## config.mk

```make
export PLATFORM = sky130hd
export DESIGN_NAME = service_name_port_hash_unit_flat
export DESIGN_NICKNAME = d
export VERILOG_FILES = /design/src/design/snph_pkg.sv /design/src/design/snph_if.sv /design/src/design/snph_ctrl.sv /design/src/design/snph_dp.sv /design/src/design/service_name_port_hash_unit.sv /design/src/flat_wrapper.sv
export SDC_FILE = /design/constraint.sdc
export NUM_CORES = 2
export LEC_CHECK = 0
export BUFFER_PORTS_ARGS = -buffer_cell sky130_fd_sc_hd__buf_4
export CORE_MARGIN = 2
export CORE_UTILIZATION = 58
export DETAILED_ROUTE_END_ITERATION = 6
export HOLD_SLACK_MARGIN = 0.12
export PLACE_DENSITY = 0.77
export SLEW_MARGIN = 20
export SYNTH_ARGS = -nofsm -noshare
export SYNTH_HDL_FRONTEND = slang
export SYNTH_HIERARCHICAL = 1
export SYNTH_SLANG_ARGS = --single-unit
```

## constraint.sdc

```tcl
create_clock -name i_clk -period 32.3 [get_ports i_clk]
set_clock_uncertainty 0.15 [all_clocks]
set_input_delay 1.615 -clock i_clk [delete_from_list [all_inputs] [get_ports i_clk]]
set_output_delay 1.615 -clock i_clk [all_outputs]
set_load 0.01 [all_outputs]
```

## src/design/snph_pkg.sv

```systemverilog
package snph_pkg;

    localparam int unsigned BYTE_W  = 8;
    localparam int unsigned SLOT_W  = 3;
    localparam int unsigned PORT_W  = 15;
    localparam int unsigned ACC_W   = 16;
    localparam int unsigned HASH_W  = 64;
    localparam int unsigned HALF_W  = 32;
    localparam int unsigned CHUNK_BITS = 12;
    localparam int unsigned CHUNKS     = 6;
    localparam int unsigned SCALED_W   = 22;
    localparam int unsigned RECIP_W    = 23;
    localparam int unsigned RECIP_SHIFT = 29;

    localparam logic [7:0]         BYTE_FACTOR = 8'd131;
    localparam logic [HASH_W-1:0]  GOLDEN_GAMMA = 64'h9E3779B97F4A7C15;
    localparam logic [HASH_W-1:0]  MIX_MUL_A    = 64'hBF58476D1CE4E5B9;
    localparam logic [HASH_W-1:0]  MIX_MUL_B    = 64'h94D049BB133111EB;
    localparam int unsigned        SHIFT_PRE    = 30;
    localparam int unsigned        SHIFT_MID    = 27;
    localparam int unsigned        SHIFT_POST   = 31;
    localparam logic [9:0]         PORT_SCALE   = 10'd677;
    // ceil(2^29 / 100): exact quotient for any value below 2^22
    localparam logic [RECIP_W-1:0] RECIP_100    = 23'd5368710;
    localparam logic [PORT_W-1:0]  PORT_BASE    = 15'd5001;

    typedef enum logic [3:0] {
        ST_IDLE,
        ST_MA_LO,
        ST_MA_MID,
        ST_MA_HI,
        ST_XA,
        ST_MB_LO,
        ST_MB_MID,
        ST_MB_HI,
        ST_XB,
        ST_SCALE,
        ST_PORT
    } t_state;

    typedef enum logic [2:0] {
        OP_NONE,
        OP_MUL_LO,
        OP_MUL_MID,
        OP_MUL_HI,
        OP_XOR,
        OP_SCALE,
        OP_PORT
    } t_dp_op;

    typedef struct packed {
        logic   in_ready;
        t_dp_op op;
        logic   second;
    } t_dp_cmd;

    typedef struct packed {
        logic in_valid;
        logic byte_zero;
        logic out_valid;
    } t_dp_sts;

endpackage

```

## src/design/snph_if.sv

```systemverilog
interface snph_in_if;
    logic                           valid;
    logic                           ready;
    logic [snph_pkg::BYTE_W-1:0]    name_byte;
    logic [snph_pkg::SLOT_W-1:0]    slot;

    modport source (output valid, output name_byte, output slot, input ready);
    modport sink   (input valid, input name_byte, input slot, output ready);
endinterface

interface snph_out_if;
    logic                           valid;
    logic                           ready;
    logic [snph_pkg::PORT_W-1:0]    port;

    modport source (output valid, output port, input ready);
    modport sink   (input valid, input port, output ready);
endinterface

```

## src/design/snph_ctrl.sv

```systemverilog
module snph_ctrl (
    input  logic              i_clk,
    input  logic              i_rst_n,
    input  snph_pkg::t_dp_sts i_sts,
    output snph_pkg::t_dp_cmd o_cmd
);
    import snph_pkg::*;

    t_state r_state;
    t_state n_state;

    // hold state
    always_ff @(posedge i_clk) begin
        if (!i_rst_n) begin
            r_state <= ST_IDLE;
        end else begin
            r_state <= n_state;
        end
    end

    // sequence the finalizer and port steps
    always_comb begin
        n_state      = r_state;
        o_cmd.in_ready = 1'b0;
        o_cmd.op     = OP_NONE;
        o_cmd.second = 1'b0;
        unique case (r_state)
            ST_IDLE: begin
                // a terminator waits until the previous result is taken
                o_cmd.in_ready = !(i_sts.out_valid && i_sts.byte_zero);
                if (i_sts.in_valid && o_cmd.in_ready && i_sts.byte_zero) begin
                    n_state = ST_MA_LO;
                end
            end
            ST_MA_LO:  begin o_cmd.op = OP_MUL_LO;  n_state = ST_MA_MID; end
            ST_MA_MID: begin o_cmd.op = OP_MUL_MID; n_state = ST_MA_HI;  end
            ST_MA_HI:  begin o_cmd.op = OP_MUL_HI;  n_state = ST_XA;     end
            ST_XA:     begin o_cmd.op = OP_XOR;     n_state = ST_MB_LO;  end
            ST_MB_LO: begin
                o_cmd.op = OP_MUL_LO; o_cmd.second = 1'b1; n_state = ST_MB_MID;
            end
            ST_MB_MID: begin
                o_cmd.op = OP_MUL_MID; o_cmd.second = 1'b1; n_state = ST_MB_HI;
            end
            ST_MB_HI: begin
                o_cmd.op = OP_MUL_HI; o_cmd.second = 1'b1; n_state = ST_XB;
            end
            ST_XB: begin
                o_cmd.op = OP_XOR; o_cmd.second = 1'b1; n_state = ST_SCALE;
            end
            ST_SCALE:  begin o_cmd.op = OP_SCALE; n_state = ST_PORT; end
            ST_PORT:   begin o_cmd.op = OP_PORT;  n_state = ST_IDLE; end
            default:   n_state = ST_IDLE;
        endcase
    end

endmodule

```

## src/design/snph_dp.sv

```systemverilog
module snph_dp (
    input  logic              i_clk,
    input  logic              i_rst_n,
    input  snph_pkg::t_dp_cmd i_cmd,
    output snph_pkg::t_dp_sts o_sts,
    snph_in_if.sink           i_in,
    snph_out_if.source        o_out
);
    import snph_pkg::*;

    logic [ACC_W-1:0]    r_acc;
    logic [HASH_W-1:0]   r_x;
    logic [HASH_W-1:0]   r_p;
    logic [SLOT_W-1:0]   r_slot;
    logic [SCALED_W-1:0] r_scaled;
    logic                r_zero;
    logic [PORT_W-1:0]   r_port;
    logic                r_out_valid;

    logic                  w_accept;
    logic [HASH_W-1:0]     w_seed;
    logic [HALF_W-1:0]     w_mul_a;
    logic [HALF_W-1:0]     w_mul_b;
    logic [HASH_W-1:0]     w_prod;
    logic [HASH_W-1:0]     w_k;
    logic [HASH_W-1:0]     w_rest;
    logic [6:0]            w_shamt;
    logic [SCALED_W+RECIP_W-1:0] w_recip;
    logic [PORT_W-1:0]     w_quot;

    assign i_in.ready  = i_cmd.in_ready;
    assign w_accept    = i_in.valid && i_cmd.in_ready;
    assign o_sts.in_valid  = i_in.valid;
    assign o_sts.byte_zero = (i_in.name_byte == '0);
    assign o_sts.out_valid = r_out_valid;
    assign o_out.valid = r_out_valid;
    assign o_out.port  = r_port;

    // seed the finalizer from the accumulator; the first xor-shift is applied as r_x is loaded
    assign w_seed = {{(HASH_W-ACC_W){1'b0}}, r_acc} + GOLDEN_GAMMA;

    // share one 32x32 multiplier across the three partial products
    assign w_k     = i_cmd.second ? MIX_MUL_B : MIX_MUL_A;
    assign w_mul_a = (i_cmd.op == OP_MUL_HI) ? r_x[HASH_W-1:HALF_W] : r_x[HALF_W-1:0];
    assign w_mul_b = (i_cmd.op == OP_MUL_MID) ? w_k[HASH_W-1:HALF_W] : w_k[HALF_W-1:0];
    assign w_prod  = {{HALF_W{1'b0}}, w_mul_a} * {{HALF_W{1'b0}}, w_mul_b};

    // select the requested chunk
    assign w_shamt = 7'(r_slot) * 7'(CHUNK_BITS);
    assign w_rest  = r_x >> w_shamt;

    // divide by 100 through the reciprocal
    assign w_recip = {{RECIP_W{1'b0}}, r_scaled} * {{SCALED_W{1'b0}}, RECIP_100};
    assign w_quot  = w_recip[RECIP_SHIFT +: PORT_W];

    // update accumulator; clear it on the terminator
    always_ff @(posedge i_clk) begin
        if (!i_rst_n) begin
            r_acc <= '0;
        end else if (w_accept) begin
            if (i_in.name_byte != '0) begin
                r_acc <= r_acc ^ (16'(i_in.name_byte) * 16'(BYTE_FACTOR));
            end else begin
                r_acc <= '0;
            end
        end
    end

    // run the hash and port arithmetic
    always_ff @(posedge i_clk) begin
        if (w_accept && i_in.name_byte == '0) begin
            r_x    <= w_seed ^ (w_seed >> SHIFT_PRE);
            r_slot <= i_in.slot;
        end else begin
            unique case (i_cmd.op)
                OP_MUL_LO:  r_p <= w_prod;
                OP_MUL_MID: r_p <= r_p + {w_prod[HALF_W-1:0], {HALF_W{1'b0}}};
                OP_MUL_HI:  r_p <= r_p + {w_prod[HALF_W-1:0], {HALF_W{1'b0}}};
                OP_XOR: begin
                    r_x <= r_p ^ (r_p >> (i_cmd.second ? SHIFT_POST : SHIFT_MID));
                end
                OP_SCALE: begin
                    r_zero   <= (r_slot >= SLOT_W'(CHUNKS)) || (w_rest == '0);
                    r_scaled <= SCALED_W'(w_rest[CHUNK_BITS-1:0]) * SCALED_W'(PORT_SCALE);
                end
                OP_PORT:    r_port <= r_zero ? '0 : w_quot + PORT_BASE;
                OP_NONE:    ;
                default:    ;
            endcase
        end
    end

    // hold the result until it is taken
    always_ff @(posedge i_clk) begin
        if (!i_rst_n) begin
            r_out_valid <= 1'b0;
        end else if (i_cmd.op == OP_PORT) begin
            r_out_valid <= 1'b1;
        end else if (o_out.ready) begin
            r_out_valid <= 1'b0;
        end
    end

endmodule

```

## src/design/service_name_port_hash_unit.sv

```systemverilog
// Service name to port hash.
// Input channel i_in carries one name byte per item together with a slot
// index; a zero byte ends the name and is the only item that yields a result.
// Output channel o_out carries the candidate port for the terminator's slot:
// 5001..32724; 0 for a slot past the chunks or whose remaining hash bits are 0.
// Nonzero bytes are taken one per cycle while the sequencer is idle and fold
// into a 16-bit accumulator. The terminator starts the finalizer: three
// xor-shift steps around two 64-bit multiplies, each built from three 32x32
// partial products on one shared multiplier, then chunk scaling and the
// divide by 100. No byte is accepted while the sequencer steps through the
// finalizer states; it returns to idle as the result is loaded.
// Nonzero bytes of the next name are accepted while a result waits; a
// terminator waits until the receiver has taken the previous result, which
// is held as long as o_out.ready stays low.
// Reset clears the accumulator, returns the sequencer to idle and drops any
// pending result.
module service_name_port_hash_unit (
    input  logic        i_clk,
    input  logic        i_rst_n,
    snph_in_if.sink     i_in,
    snph_out_if.source  o_out
);
    import snph_pkg::*;

    t_dp_cmd w_cmd;
    t_dp_sts w_sts;

    snph_ctrl u_ctrl (
        .i_clk   (i_clk),
        .i_rst_n (i_rst_n),
        .i_sts   (w_sts),
        .o_cmd   (w_cmd)
    );

    snph_dp u_dp (
        .i_clk   (i_clk),
        .i_rst_n (i_rst_n),
        .i_cmd   (w_cmd),
        .o_sts   (w_sts),
        .i_in    (i_in),
        .o_out   (o_out)
    );

endmodule

```

## src/flat_wrapper.sv

```systemverilog
// flat-port wrapper written by rule: the top's interface ports become plain ports
module service_name_port_hash_unit_flat import snph_pkg::*;
  (i_clk, i_rst_n, i_in_valid, i_in_name_byte, i_in_slot, i_in_ready, o_out_valid, o_out_port, o_out_ready);
  snph_in_if i_in_i ();
  snph_out_if o_out_i ();
  input  logic i_clk;
  input  logic i_rst_n;
  input wire logic [$bits(i_in_i.valid)-1:0] i_in_valid;
  input wire logic [$bits(i_in_i.name_byte)-1:0] i_in_name_byte;
  input wire logic [$bits(i_in_i.slot)-1:0] i_in_slot;
  output wire logic [$bits(i_in_i.ready)-1:0] i_in_ready;
  output wire logic [$bits(o_out_i.valid)-1:0] o_out_valid;
  output wire logic [$bits(o_out_i.port)-1:0] o_out_port;
  input wire logic [$bits(o_out_i.ready)-1:0] o_out_ready;
  assign i_in_i.valid = i_in_valid;
  assign i_in_i.name_byte = i_in_name_byte;
  assign i_in_i.slot = i_in_slot;
  assign i_in_ready = i_in_i.ready;
  assign o_out_valid = o_out_i.valid;
  assign o_out_port = o_out_i.port;
  assign o_out_i.ready = o_out_ready;
  service_name_port_hash_unit u_core (.i_clk(i_clk), .i_rst_n(i_rst_n), .i_in(i_in_i), .o_out(o_out_i));
endmodule
```

# After elaboration in Yosys (flattened, before gate mapping)
# Index checks and enable logic that the tools add are counted.
[classes]
addsub = 3
n_mul = 5
order_cmp = 1
eq_ne = 17
shift = 2
muxes = 15
n_bitwise = 4
n_reduce_logical = 23
[op_table]
columns = ["cell", "n"]
rows = [
  ["$mux W64", 2],
  ["$pmux W64 S2", 1],
  ["$add A16 B64 Y64 const B", 1],
  ["$add A64 B64 Y64", 1],
  ["$logic_not A64 Y1", 1],
  ["$mul A32 B32 Y64", 1],
  ["$mux W32", 2],
  ["$shr A64 B5 Y64", 1],
  ["$shr A64 B7 Y64", 1],
  ["$xor A64 B34 Y64", 1],
  ["$xor A64 B64 Y64", 1],
  ["$mux W62", 1],
  ["$mul A22 B22 Y43 const B", 1],
  ["$pmux W4 S10", 1],
  ["$mul A12 B10 Y22 const B", 1],
  ["$pmux W3 S6", 1],
  ["$eq A4 B3 Y1 const B", 4],
  ["$mul A8 B8 Y16 const B", 1],
  ["$mux W16", 1],
  ["$xor A16 B16 Y16", 1],
  ["$add A15 B13 Y15 const B", 1],
  ["$eq A4 B4 Y1 const B", 3],
  ["$reduce_or A2 Y1", 5],
  ["$eq A3 B3 Y1 const B", 3],
  ["20 further kinds", 33],
]
[word_totals]
reg_bits = 190
inputBits = 15
out_inout_bits = 17
wordCells = 79

# Longest topological paths before layout
[depth]
word_depth = 8
depth_mapped = 46

# By module
# Netlist, hierarchy kept.
[modules_own_cells]
columns = ["module", "n_inst", "cells_per_inst", "area_per_inst_um2", "seq_area_each_um2"]
rows = [
  ["snph_dp", 1, 5209, 51877.3, 5415.2],
  ["snph_ctrl", 1, 30, 250.2, 80.1],
]

# Worst setup path after synthesis
# No wires, ideal clock.
[synth_path]
path_kind = "register -> register"
start = "register u_core.u_ctrl.r_state[3]"
end = "register u_core.u_dp.r_p[61] (data pin)"
setup_ps = 269
arrival_time_ps = 10617
path_slack_ps = 21264
path_stages_with_launch = 42
path_buffers = 5
synth_period_minus_slack_ps = 11036
cell_sequence = "dfxtp_1 > nand2b_1 > o21a_1 > o22ai_1 > nor2b_1 > clkbuf_1 > nand2_1 > buf_1 > clkbuf_1 > mux2i_1 > clkbuf_1 > nor2_1 > fa_1 > fa_1 > inv_1 > fa_1 > fa_1 > inv_1 > [... 6 more ...] > ha_1 > clkbuf_1 > nand2_1 > nor3_1 > a211oi_1 > o21a_1 > xnor2_1 > ha_1 > o21a_1 > o211ai_1 > inv_1 > a221oi_1 > a21boi_0 > o21ai_0 > or3b_2 > xor2_1 > o21ai_0 > o311ai_1"
[synth_lines]
columns = ["element", "line_no", "text"]
rows = [
  ["start: declaration", "snph_ctrl.sv:9", "t_state r_state;"],
  ["start signal: assignment", "snph_ctrl.sv:17", "r_state <= n_state;"],
  ["end signal: assignment", "snph_dp.sv:76", "OP_MUL_LO: r_p <= w_prod;"],
  ["end signal: assignment", "snph_dp.sv:77", "OP_MUL_MID: r_p <= r_p + {w_prod[HALF_W-1:0], {HALF_W{1'b0}}};"],
  ["end signal: assignment", "snph_dp.sv:78", "OP_MUL_HI: r_p <= r_p + {w_prod[HALF_W-1:0], {HALF_W{1'b0}}};"],
  ["end: declaration", "snph_dp.sv:13", "logic [HASH_W-1:0] r_p;"],
]

==> qor.csv <==
metric;value;unit
status;finished clean;
Critical Path AT;12760;ps
Net Sw Frac;44.5;%
CP max stage delay;680;ps
Gate power share;55.8;%
GRT Total Usage;33.2;%
Yosys reg bits;190;
Final Max Slew Viols;0;
min Tclk post-route;12630;ps
crit path buf inv count;9;
largest net degree at the start of global routing;69;
max frequency;79.2;MHz
period utilization;39.1;%
# IOs;32;
CTS tree;done;
Placed Area;53700;sq um
FFs w/ async S/R, synth;0;%
die width;304;um
VDD IR max;0.0387;mV
Pwr Density;21.3;nW/um^2
H-tree Lvls;4;
Setup Buffers After CTS;0;
Rel. slew slack;28.9;%
Skew-Pair Late Insertion Delay;470;ps
synthesized net count;6982;
Setup Viol. Count Final;0;
Die Y;304;um
Clock Sinks;190;
Setup crit start kind;flop;
Hold WC Path Type;reg2reg;
Max Cap Viol;0;
final WL;149000;um
clock buffer depth;2;
layout cells sized above 1;4.43;%
post-DP HPWL;129000;um
grt ovf;0;
Internal Pwr Total;0.640;mW
GP Congestion;1.06;
DRT Pass-1 Iters;6;
largest cells by area after synthesis;fa_1 (39%), ha_1 (17%), edfxtp_1 (9.7%);
vias in the first global route;39900;
Sw Pwr;0.514;mW
leakage;27.3;nW
Via density;5.91;
critical path class;reg2reg;
root buffer cell;clkbuf_16;
initial core utilization;58.7;%
worst-margin pin slew;1040;ps
RSZ-0062 raised after global routing;false;
Top delay family on crit path;adder cells;
clk slew on worst S/H paths;80;ps
initial antenna violation count;2;
crit end category;flop;
Synth top area share;39.3;%
Synth area leader;fa_1;
CTS buffer count;17;
post-layout instance area;54300;sq um
drt drc;0;
Routed Antenna Nets;0;
critical path required time;32420;ps
drt initial violations;4094;
fin nets;6921;
Seq pwr share;25.1;%
Vias;37600;
Synth Area per Inst;9.95;sq um
port bufs;31;
post-synthesis cell count;5239;
most frequently used flop master after synthesis;edfxtp_1;
CTS Hold Buffers Added;0;
Syn. warnings;6;
# rows;109;
CP Max Fanout;33;
EDFF count, synth;169;
unique cell type count in the Yosys netlist;86;
wire per inst;23.4;um
final core occ;61.1;%
Clock Power Share;19.1;%
CP max-delay cell;inv_1;
die area;92300;sq um
register area share after synthesis;10.5;%
core area;88800;sq um
first-pass GRT wire length;233000;um
setup TNS;0;ps
Post-CTS Resized;0;
Post-Syn Area;52100;sq um
synth-to-layout area growth;4.10;%
hold_ws;389;ps
hold violation total from the final report;0;
[through the flow]
step / worst slack [ps] / std cells / total power [mW]
6_report: 19670 / 6357 / 1.15
5_1_grt: 19060 / 6356 / 1.21
4_1_cts: 19910 / 6356 / 1.14
3_5_place_dp: 19980 / 6324 / 0.915
3_3_place_gp: 20220 / 6324 / 0.911
2_1_floorplan: 21260 / 5239 / 0.738
[layout make-up]
class / count / area, sq um
tap: 1165 / 1460
timing repair buffer: 78 / 586
multi-input combinational: 3691 / 41600
clock inverter: 15 / 164
sequential: 190 / 5500
inverter: 1200 / 4500
fill: 7270 / 34500
clock buffer: 17 / 425
antenna: 1 / 2.50
[registers in the layout, summed over array words and instances (netlist names)]
name,count
u_core/u_dp/r_acc,16
u_core/u_dp/r_x,64
u_core/u_dp/r_slot,3
u_core/u_dp/r_p,64
u_core/u_dp/o_out.valid,1
u_core/u_ctrl/r_state,4
u_core/u_dp/r_scaled,22
u_core/u_dp/o_out.port,15
u_core/u_dp/r_zero,1
[cell families (layout without fill, tap and decap cells)]
family | count (synthesis) | in the layout | synth area share [%]
xor gates and xnor gates | 204 | 204 | 3.44
muxes | 124 | 124 | 2.93
DFF | 190 | 190 | 10.5
other | 0 | 1 | 0
AOI/OAI and AO/OA | 585 | 585 | 7.19
buffers and inverters | 1358 | 1310 | 9.82
and+or+nand+nor | 1050 | 1050 | 9.86
adders and majority gates | 1728 | 1728 | 56.2
[worst reg2reg max path: cells and delay by family (launching register included)]
kind                       cells  cell delay (ps)
xor gates and xnor gates       2              400
AOI/OAI and AO/OA             10             2790
adders and majority gates     11             4560
DFF                            1              430
and+or+nand+nor                7             1970
buffers and inverters          9             2100
[routing by layer]
metal	global-route usage [%]	up-vias	wire length [um]
met5	0	-	0
met4	16.4	0	9100
met3	6.74	440	15300
li1	-	16400	-
met1	43.9	18700	56300
met2	52.7	2011	67900
[power by group through the flow]
stage	registers, mW	clock network, mW	logic, mW
after global routing	0.290	0.231	0.694
after detailed placement	0.295	0	0.620
after CTS	0.289	0.223	0.627
after floorplan	0.293	0	0.445
after global placement	0.294	0	0.616
final	0.289	0.221	0.644
[cell usage in the layout (no fill, tap or decap), drive strengths merged, types with 40 or more instances in the layout]
cell type	netlist	final
a21o	87	87
a21oi	182	182
and2	88	88
buf	18	78
edfxtp	169	169
fa	1023	1023
ha	705	705
inv	1200	1211
mux2i	83	83
nand2	215	215
nand2b	76	76
nor2	357	357
nor2b	90	90
nor3	40	40
o21ai	122	122
xnor2	121	121
xor2	83	83
[synth_stat cells, drive strengths merged (88+ instances only)]
library cell / number
inv: 1200
edfxtp: 169
a21oi: 182
fa: 1023
nor2b: 90
clkbuf: 140
ha: 705
nand2: 215
and2: 88
nor2: 357
xnor2: 121
o21ai: 122
[final timing paths]
check                           start                    to  slack [ps]  cells past startpoint
max          u_core/u_ctrl/r_state[2]   u_core/u_dp/r_p[61]       19670                     39
max reg2reg  u_core/u_ctrl/r_state[2]   u_core/u_dp/r_p[61]       19670                     39
min              u_core/u_dp/r_acc[8]  u_core/u_dp/r_acc[8]         390                      2
min reg2reg      u_core/u_dp/r_acc[8]  u_core/u_dp/r_acc[8]         390                      2
(Power assumes the default switching activity.)
